--- src/design/burc_pkg.sv ---
// Shared constants and types for the bounded uniform range encoder.
package burc_pkg;

    // Default width of the low part when a bound is split in two
    localparam int SPLIT_BITS_DEF = 12;

    // Most byte-run beats that one input item may release
    localparam int NUM_OUT = 5;

    // Configuration port address width and register indexes
    localparam int ADDR_W = 3;
    localparam logic REG_MAIN_END = 1'b0;

    // Input kinds
    localparam logic KIND_ENCODE = 1'b0;
    localparam logic KIND_FLUSH  = 1'b1;

    // One released byte run
    typedef struct packed {
        logic [7:0]  lead_byte;
        logic [7:0]  fill_byte;
        logic [31:0] fill_count;
    } res_t;

    // One result beat handed from the core to the output register
    typedef struct packed {
        res_t res;
        logic last_of_item;
        logic end_of_stream;
    } push_t;

endpackage

--- src/design/bounded_uniform_range_encoder_top.sv ---
// Top level of the bounded uniform range encoder: config port, core and output register.
//
// Input channel s_*: one beat is either an encode (s_kind 0) of s_source_pos
// against a bound taken from s_dest_pos and main_end, or a flush (s_kind 1).
// Result channel m_*: each beat is one released byte run, a lead byte then
// m_fill_count copies of m_fill_byte; m_last_of_item marks the final beat of
// an input, m_end_of_stream the final beat of a flush. An encode may give none.
// main_end is written over the APB-style port at addresses 0 to 3 (paddr[2]
// clear); the user must write it only while idle, which the block itself does
// not enforce. One item is in flight at a time; s_ready is high only between items.
// An encode whose bound is above 2^SPLIT_BITS codes a high then a low part, each
// through the shared bit-serial divider, a multiply-add step and the renormalizing
// shifts, between a setup and a done step. A bound up to 2^SPLIT_BITS codes one
// part, a bound below two none. A flush returns the coder to its reset state.
// A result beat sits in the output register while a new run is formed in a
// hold stage; if the receiver stalls, the core waits before releasing more.
// Synchronous active-low reset clears the coder, main_end and the output valid flag.
module bounded_uniform_range_encoder_top #(
    parameter int SPLIT_BITS = burc_pkg::SPLIT_BITS_DEF
) (
    input  logic                        aclk,
    input  logic                        aresetn,
    input  logic                        psel,
    input  logic                        penable,
    input  logic                        pwrite,
    input  logic [burc_pkg::ADDR_W-1:0] paddr,
    input  logic [31:0]                 pwdata,
    output logic [31:0]                 prdata,
    output logic                        pready,
    input  logic                        s_valid,
    output logic                        s_ready,
    input  logic                        s_kind,
    input  logic [31:0]                 s_dest_pos,
    input  logic [31:0]                 s_source_pos,
    output logic                        m_valid,
    input  logic                        m_ready,
    output logic [7:0]                  m_lead_byte,
    output logic [7:0]                  m_fill_byte,
    output logic [31:0]                 m_fill_count,
    output logic                        m_last_of_item,
    output logic                        m_end_of_stream
);

    logic [31:0]     main_end_reg;
    logic            out_valid_reg;
    burc_pkg::push_t out_reg;
    logic            push_valid;
    logic            push_ready;
    burc_pkg::push_t push_data;
    logic            reg_hit;

    // Register write and read-back
    assign pready  = 1'b1;
    assign reg_hit = (paddr[burc_pkg::ADDR_W-1] == burc_pkg::REG_MAIN_END);
    assign prdata  = reg_hit ? main_end_reg : 32'd0;

    always_ff @(posedge aclk) begin
        if (!aresetn) begin
            main_end_reg <= '0;
        end else if (psel && penable && pwrite && pready && reg_hit) begin
            main_end_reg <= pwdata;
        end
    end

    burc_core #(
        .SPLIT_BITS (SPLIT_BITS)
    ) u_core (
        .aclk       (aclk),
        .aresetn    (aresetn),
        .in_valid   (s_valid),
        .in_ready   (s_ready),
        .in_kind    (s_kind),
        .in_dest    (s_dest_pos),
        .in_src     (s_source_pos),
        .main_end   (main_end_reg),
        .push_valid (push_valid),
        .push_ready (push_ready),
        .push_data  (push_data)
    );

    // Load a new beat when the output is empty or being drained
    assign push_ready = !out_valid_reg || m_ready;

    always_ff @(posedge aclk) begin
        if (!aresetn) begin
            out_valid_reg <= 1'b0;
        end else if (push_valid && push_ready) begin
            out_valid_reg <= 1'b1;
        end else if (m_ready) begin
            out_valid_reg <= 1'b0;
        end
        if (push_valid && push_ready) begin
            out_reg <= push_data;
        end
    end

    assign m_valid         = out_valid_reg;
    assign m_lead_byte     = out_reg.res.lead_byte;
    assign m_fill_byte     = out_reg.res.fill_byte;
    assign m_fill_count    = out_reg.res.fill_count;
    assign m_last_of_item  = out_reg.last_of_item;
    assign m_end_of_stream = out_reg.end_of_stream;

endmodule

--- src/design/burc_div.sv ---
// Iterative 32-bit restoring divider, one quotient bit per cycle.
module burc_div (
    input  logic        aclk,
    input  logic        aresetn,
    input  logic        start,
    input  logic [31:0] dividend,
    input  logic [31:0] divisor,
    output logic        done,
    output logic [31:0] quotient
);

    logic [31:0] rem_reg, rem_next;
    logic [31:0] quo_reg, quo_next;
    logic [31:0] dvs_reg, dvs_next;
    logic [5:0]  cnt_reg, cnt_next;
    logic        busy_reg, busy_next;
    logic        done_reg, done_next;
    logic [32:0] trial;
    logic [32:0] diff;

    // Shift in the next dividend bit and try a subtract
    assign trial = {rem_reg, quo_reg[31]};
    assign diff  = trial - {1'b0, dvs_reg};

    always_comb begin
        rem_next  = rem_reg;
        quo_next  = quo_reg;
        dvs_next  = dvs_reg;
        cnt_next  = cnt_reg;
        busy_next = busy_reg;
        done_next = 1'b0;
        if (start) begin
            rem_next  = '0;
            quo_next  = dividend;
            dvs_next  = divisor;
            cnt_next  = 6'd32;
            busy_next = 1'b1;
        end else if (busy_reg) begin
            if (!diff[32]) begin
                rem_next = diff[31:0];
                quo_next = {quo_reg[30:0], 1'b1};
            end else begin
                rem_next = trial[31:0];
                quo_next = {quo_reg[30:0], 1'b0};
            end
            cnt_next = cnt_reg - 6'd1;
            if (cnt_reg == 6'd1) begin
                busy_next = 1'b0;
                done_next = 1'b1;
            end
        end
    end

    always_ff @(posedge aclk) begin
        if (!aresetn) begin
            busy_reg <= 1'b0;
            done_reg <= 1'b0;
            cnt_reg  <= '0;
        end else begin
            busy_reg <= busy_next;
            done_reg <= done_next;
            cnt_reg  <= cnt_next;
        end
        rem_reg <= rem_next;
        quo_reg <= quo_next;
        dvs_reg <= dvs_next;
    end

    assign done     = done_reg;
    assign quotient = quo_reg;

endmodule

--- src/design/burc_core.sv ---
// Range coder sequencer: bound setup, divide, multiply-add and byte renormalization.
module burc_core #(
    parameter int SPLIT_BITS = burc_pkg::SPLIT_BITS_DEF
) (
    input  logic               aclk,
    input  logic               aresetn,
    input  logic               in_valid,
    output logic               in_ready,
    input  logic               in_kind,
    input  logic [31:0]        in_dest,
    input  logic [31:0]        in_src,
    input  logic [31:0]        main_end,
    output logic               push_valid,
    input  logic               push_ready,
    output burc_pkg::push_t    push_data
);

    localparam int VW = 32 - SPLIT_BITS;
    localparam logic [32:0] K_W = 33'd1 << SPLIT_BITS;
    localparam logic [2:0] FLUSH_SHIFTS = 3'd5;

    localparam logic [2:0] ST_IDLE  = 3'd0;
    localparam logic [2:0] ST_SETUP = 3'd1;
    localparam logic [2:0] ST_DIV   = 3'd2;
    localparam logic [2:0] ST_MUL   = 3'd3;
    localparam logic [2:0] ST_NORM  = 3'd4;
    localparam logic [2:0] ST_DONE  = 3'd5;

    logic [2:0]  state_reg, state_next;
    logic        kind_reg, kind_next;
    logic [31:0] bound_reg, bound_next;
    logic [31:0] val_reg, val_next;
    logic [VW-1:0] part_v_reg, part_v_next;
    logic [31:0] div_m_reg, div_m_next;
    logic        two_part_reg, two_part_next;
    logic        part_reg, part_next;
    logic [2:0]  shift_cnt_reg, shift_cnt_next;
    logic [2:0]  res_cnt_reg, res_cnt_next;
    logic        held_valid_reg, held_valid_next;
    burc_pkg::res_t held_reg, held_next;

    logic [32:0] low_reg, low_next;
    logic [31:0] range_reg, range_next;
    logic [7:0]  cached_reg, cached_next;
    logic [31:0] pending_reg, pending_next;

    logic        div_start;
    logic        div_done;
    logic [31:0] div_quo;

    logic [31:0] bound_sel;
    logic [31:0] v_clamp;
    logic [32:0] hm_wide;
    logic [VW+31:0] prod;
    logic        carry;
    logic        release_bytes;
    logic        emit_now;
    logic        more_shift;
    burc_pkg::res_t new_res;

    // The divisor is taken as it is being chosen, in the cycle that starts the divider
    burc_div u_div (
        .aclk     (aclk),
        .aresetn  (aresetn),
        .start    (div_start),
        .dividend (range_reg),
        .divisor  (div_m_next),
        .done     (div_done),
        .quotient (div_quo)
    );

    // Bound from destination and main end
    always_comb begin
        if (in_dest < main_end) begin
            bound_sel = (in_dest != 32'd0) ? in_dest : 32'd1;
        end else begin
            bound_sel = main_end;
        end
    end

    // Clamp source and work out the high-part bound
    assign v_clamp = (val_reg >= bound_reg) ? (bound_reg - 32'd1) : val_reg;
    assign hm_wide = ({1'b0, bound_reg} + (K_W - 33'd1)) >> SPLIT_BITS;

    // Coded part times the divided range
    assign prod = part_v_reg * range_reg;

    // One renormalizing shift and the byte run it would release
    assign carry         = low_reg[32];
    assign release_bytes = carry || (low_reg[31:0] < 32'hFF00_0000);
    assign emit_now      = release_bytes && (res_cnt_reg < 3'(burc_pkg::NUM_OUT));
    assign more_shift    = kind_reg ? (shift_cnt_reg < FLUSH_SHIFTS)
                                    : (range_reg < 32'h0100_0000);
    assign new_res.lead_byte  = cached_reg + {7'd0, carry};
    assign new_res.fill_byte  = carry ? 8'h00 : 8'hFF;
    assign new_res.fill_count = pending_reg - 32'd1;

    always_comb begin
        state_next      = state_reg;
        kind_next       = kind_reg;
        bound_next      = bound_reg;
        val_next        = val_reg;
        part_v_next     = part_v_reg;
        div_m_next      = div_m_reg;
        two_part_next   = two_part_reg;
        part_next       = part_reg;
        shift_cnt_next  = shift_cnt_reg;
        res_cnt_next    = res_cnt_reg;
        held_valid_next = held_valid_reg;
        held_next       = held_reg;
        low_next        = low_reg;
        range_next      = range_reg;
        cached_next     = cached_reg;
        pending_next    = pending_reg;
        div_start       = 1'b0;
        push_valid      = 1'b0;
        push_data       = '0;
        in_ready        = 1'b0;

        case (state_reg)
            ST_IDLE: begin
                in_ready = 1'b1;
                if (in_valid) begin
                    kind_next      = in_kind;
                    bound_next     = bound_sel;
                    val_next       = in_src;
                    shift_cnt_next = '0;
                    res_cnt_next   = '0;
                    part_next      = 1'b0;
                    state_next     = (in_kind == burc_pkg::KIND_FLUSH) ? ST_NORM : ST_SETUP;
                end
            end
            ST_SETUP: begin
                if (bound_reg < 32'd2) begin
                    state_next = ST_DONE;
                end else begin
                    val_next = v_clamp;
                    if ({1'b0, bound_reg} <= K_W) begin
                        two_part_next = 1'b0;
                        div_m_next    = bound_reg;
                        part_v_next   = VW'(v_clamp[SPLIT_BITS-1:0]);
                    end else begin
                        two_part_next = 1'b1;
                        div_m_next    = hm_wide[31:0];
                        part_v_next   = v_clamp[31:SPLIT_BITS];
                    end
                    state_next = ST_DIV;
                end
            end
            ST_DIV: begin
                if (div_done) begin
                    range_next = div_quo;
                    state_next = ST_MUL;
                end
            end
            ST_MUL: begin
                low_next   = low_reg + prod[32:0];
                state_next = ST_NORM;
            end
            ST_NORM: begin
                if (more_shift) begin
                    // Stall when the held run must move out but the output is full
                    if (!(emit_now && held_valid_reg && !push_ready)) begin
                        if (emit_now) begin
                            push_valid      = held_valid_reg;
                            push_data.res   = held_reg;
                            held_next       = new_res;
                            held_valid_next = 1'b1;
                            res_cnt_next    = res_cnt_reg + 3'd1;
                        end
                        if (release_bytes) begin
                            cached_next  = low_reg[31:24];
                            pending_next = 32'd1;
                        end else if (pending_reg != 32'hFFFF_FFFF) begin
                            pending_next = pending_reg + 32'd1;
                        end
                        low_next       = {1'b0, low_reg[23:0], 8'h00};
                        shift_cnt_next = shift_cnt_reg + 3'd1;
                        if (!kind_reg) begin
                            range_next = {range_reg[23:0], 8'h00};
                        end
                    end
                end else if (!kind_reg && two_part_reg && !part_reg) begin
                    // Advance to the low part
                    part_next   = 1'b1;
                    div_m_next  = K_W[31:0];
                    part_v_next = VW'(val_reg[SPLIT_BITS-1:0]);
                    state_next  = ST_DIV;
                end else begin
                    state_next = ST_DONE;
                end
            end
            ST_DONE: begin
                push_valid             = held_valid_reg;
                push_data.res          = held_reg;
                push_data.last_of_item = 1'b1;
                push_data.end_of_stream = kind_reg;
                if (!held_valid_reg || push_ready) begin
                    held_valid_next = 1'b0;
                    if (kind_reg) begin
                        low_next     = '0;
                        range_next   = 32'hFFFF_FFFF;
                        cached_next  = '0;
                        pending_next = 32'd1;
                    end
                    state_next = ST_IDLE;
                end
            end
            default: begin
                state_next = ST_IDLE;
            end
        endcase

        // Kick the divider on entry to the divide step
        if ((state_reg != ST_DIV) && (state_next == ST_DIV)) begin
            div_start = 1'b1;
        end
    end

    always_ff @(posedge aclk) begin
        if (!aresetn) begin
            state_reg      <= ST_IDLE;
            held_valid_reg <= 1'b0;
            low_reg        <= '0;
            range_reg      <= 32'hFFFF_FFFF;
            cached_reg     <= '0;
            pending_reg    <= 32'd1;
            shift_cnt_reg  <= '0;
            res_cnt_reg    <= '0;
            part_reg       <= 1'b0;
            two_part_reg   <= 1'b0;
            kind_reg       <= 1'b0;
        end else begin
            state_reg      <= state_next;
            held_valid_reg <= held_valid_next;
            low_reg        <= low_next;
            range_reg      <= range_next;
            cached_reg     <= cached_next;
            pending_reg    <= pending_next;
            shift_cnt_reg  <= shift_cnt_next;
            res_cnt_reg    <= res_cnt_next;
            part_reg       <= part_next;
            two_part_reg   <= two_part_next;
            kind_reg       <= kind_next;
        end
        bound_reg  <= bound_next;
        val_reg    <= val_next;
        part_v_reg <= part_v_next;
        div_m_reg  <= div_m_next;
        held_reg   <= held_next;
    end

endmodule

--- config.mk ---
export PLATFORM = sky130hd
export DESIGN_NAME = bounded_uniform_range_encoder_top
export DESIGN_NICKNAME = d
export VERILOG_FILES = /design/src/design/burc_pkg.sv /design/src/design/bounded_uniform_range_encoder_top.sv /design/src/design/burc_div.sv /design/src/design/burc_core.sv
export SDC_FILE = /design/constraint.sdc
export NUM_CORES = 2
export LEC_CHECK = 0
export BUFFER_PORTS_ARGS = -buffer_cell sky130_fd_sc_hd__buf_2
export CORE_MARGIN = 8
export CORE_UTILIZATION = 45
export CTS_CLUSTER_DIAMETER = 200
export CTS_CLUSTER_SIZE = 40
export DETAILED_ROUTE_END_ITERATION = 16
export PLACE_DENSITY_LB_ADDON = 0.2
export RECOVER_POWER = 50
export SLEW_MARGIN = 25
export SYNTH_ARGS = -nofsm -noshare
export SYNTH_HDL_FRONTEND = slang
export SYNTH_SLANG_ARGS = --single-unit
--- constraint.sdc ---
create_clock -name aclk -period 7.1 [get_ports aclk]
set_clock_uncertainty 0.1 [all_clocks]
set_input_delay 1.065 -clock aclk [delete_from_list [all_inputs] [get_ports aclk]]
set_output_delay 1.065 -clock aclk [all_outputs]
set_load 0.02 [all_outputs]
==> results.tsv <==
metric	value	unit
status	finished, violations left	
failing checks	capacitance limit, slew limit, setup timing	
worst hold path type	reg -> reg	
vias in the first global route	30600	
Inserted Clock Buffers	15	
Tot GR Track Use	21.7	%
Mapped Cells	4367	
drt drc	0	
synth warn	0	
top cells by area, synth	fa_1 21%, edfxtp_1 18%, dfxtp_1 11%	
CP Class	reg -> reg	
Yosys top cell by area	fa_1	
CP Depth	25	
Placed Cells	5615	
H-tree levels	1	
Hold Vio Cnt, Final	0	
share of the synthesized area in the top cell type	20.7	%
# nets final	5192	
root buf cell	clkbuf_16	
maximum clock frequency	138	MHz
Crit path top cell by count	fa_1	
Hold Path Stages	2	
CP max stage delay	0.52	ns
Post-Syn Area	0.0390	mm2
clk sinks	455	
max FFs per register	41	
worst reg2reg startpoint	u_core.part_v_reg[3]	
post-DP HPWL	80000	um
core area	0.0863	mm2
area delta synth->final	9.87	%
Critical Path Start Type	flip-flop	
WL/cell	18.4	um
sequential area share after synthesis	29.3	%
unrepaired setup endpoints after global routing	yes	
commonest cells in the netlist	675 x nand2_1, 619 x inv_1, 403 x fa_1, 274 x and2_1, 236 x clkbuf_1	
GRT Residual Overflow	0	
Yosys cell types	85	
Worst Path Required	7.43	ns
Hold EP	u_core.part_reg	
ANT cells	0	
Die Y	310	um
largest net degree at the start of global routing	97	
Period minus WS final	7.24	ns
drt pass-1 iters	5	
slowest CP cell	fa_1	
hold path startpoint	u_core.part_reg	
layout cells sized above 1	10.3	%
CP Capture Type	flip-flop	
initial antenna violation count	3	
max layer used	met5	
Worst Tran Pin Value	3.27	ns
Worst Reg-to-Reg Cells	25	
most common cell in the netlist	nand2_1	
final setup fails	3	
GPL Wtd Cong	0.910	
reg-to-reg critical path endpoint	u_core.low_reg[28]	
Worst EP arrival	7.57	ns
final period utilization	102	%
asr flop ratio synth	0	%
CP Buf/Inv Count	6	
Core Rows	108	
Synth Net Count	5064	
die width	310	um
Clock Latency Late Sink	0.59	ns
Top Ports	192	
setup ws final	-0.143	ns
clk buf depth	3	
flop2flop setup slack	-0.14	ns
wire length on met2	48300	um
Avg Inst Size Synth	8.92	um2
Initial Util	45.1	%
Slew Limit Fails	54	
max-capacitance violation count	1	
vias	30500	
Top Family by Delay on Critical Path	adder cells	
Hold Buf Count CTS	0	
Die ar.	0.0962	mm2
synthesized flop and latch total	455	
first-pass GRT wire length	168000	um
Routed Antenna Nets	0	
Post-synth EDFFs	232	
clock slew at reported path FFs	0.17	ns
Port Buf Inserts	188	
dominant synthesized flop cell	edfxtp_1	
fin cells	5658	
Slew HR	-118	%
Starting DRT DRC Count	2312	
met3 wire length	5920	um
vias per cell	5.39	
met1 WL	47300	um
TritonCTS clock tree	yes	
final WL	104000	um
post-layout util	49.6	%
crit-path max FO	5	
==> cell families after synthesis <==
group / share of synthesized area, %
other: 0.00963
AOI/OAI and AO/OA: 10.7
adders and majority gates: 26.7
DFF: 29.3
muxes: 0.565
and+or+nand+nor: 19.5
buffers and inverters: 8.73
xor gates and xnor gates: 4.38
==> repair_timing <==
action / 4_1_cts / 5_1_grt
pin swaps: 50 / 39
gates resized for setup: 39 / 43
buffers inserted: 9 / 6
setup endpoints to repair: 8 / 11
gates cloned: 1 / 2
==> layout make-up <==
type / count / area [um2]
timing repair buffer: 379 / 2580
clock buffer: 23 / 405
fill: 8277 / 43500
inverter: 622 / 2340
tap: 1155 / 1450
clock inverter: 2 / 32.5
multi-input combinational: 3022 / 24600
sequential: 455 / 11400
==> worst register-to-register path, cell delays in order, from the launching register on <==
cell       delay [ns]
edfxtp_1         0.49
buf_6            0.18
clkbuf_16        0.16
and2_4           0.16
fa_1             0.49
inv_1            0.05
fa_1             0.47
fa_1             0.49
inv_1            0.04
ha_1             0.29
ha_1             0.28
inv_1            0.05
fa_1             0.53
inv_1            0.05
fa_1             0.45
ha_2             0.19
or3_4            0.38
or2_0            0.22
o22a_1           0.21
a211o_1          0.35
or3_4            0.36
a221o_1          0.46
a21oi_2          0.17
xnor2_1          0.09
a221oi_2         0.30
a211oi_2         0.08
==> worst max path at each step <==
stage / endpoint / slack, ns / start
2_1_floorplan: u_core.low_reg[30] / 0.03 / u_core.part_v_reg[4]
6_report: u_core.low_reg[28] / -0.14 / u_core.part_v_reg[3]
5_1_grt: u_core.low_reg[28] / -0.34 / u_core.part_v_reg[3]
3_5_place_dp: u_core.low_reg[30] / -0.25 / u_core.part_v_reg[4]
3_3_place_gp: u_core.low_reg[30] / -0.23 / u_core.part_v_reg[4]
4_1_cts: u_core.low_reg[29] / -0.0003 / u_core.part_v_reg[4]
==> metrics by stage <==
stage | TNS [ns] | worst slack (ns) | hold WS, ns | area, um2
4_1_cts | -0.000269 | -0.000269 | 0.365 | 42600
5_1_grt | -1.41 | -0.340 | 0.400 | 42800
2_1_floorplan | 0 | 0.0252 | 0.327 | 39000
3_3_place_gp | -0.564 | -0.226 | 0.341 | 41900
6_report | -0.307 | -0.143 | 0.367 | 42800
3_5_place_dp | -0.763 | -0.245 | 0.344 | 41900
==> metal layers <==
| metal | vias to the layer above | global-route usage (%) |
|---|---|---|
| li1 | 14500 | - |
| met4 | 2 | 5.16 |
| met1 | 15100 | 30.3 |
| met3 | 126 | 2.84 |
| met2 | 779 | 35.7 |
| met5 | - | 0 |
==> placed cells by master, fill, tap and decap left out, types with 27 or more instances in the layout <==
cell and n:
o311ai_0 57, clkbuf_1 60, nor2_1 224, nand2_1 674, dfxtp_1 218, a311o_1 32, nand2b_1 27, buf_4 168
a21oi_1 143, inv_1 609, xnor2_1 131, ha_1 169, xor2_1 62, a21o_1 48, edfxtp_1 232, buf_2 137
o21ai_0 114, nand3_1 113, and3_1 35, nor4_1 52, and2_1 264, o211ai_1 30, nor3_1 79, fa_1 400
Power is left out: the tool's default activity adds up to more than one toggle a clock period on the data nets, which glitch-free logic cannot reach.
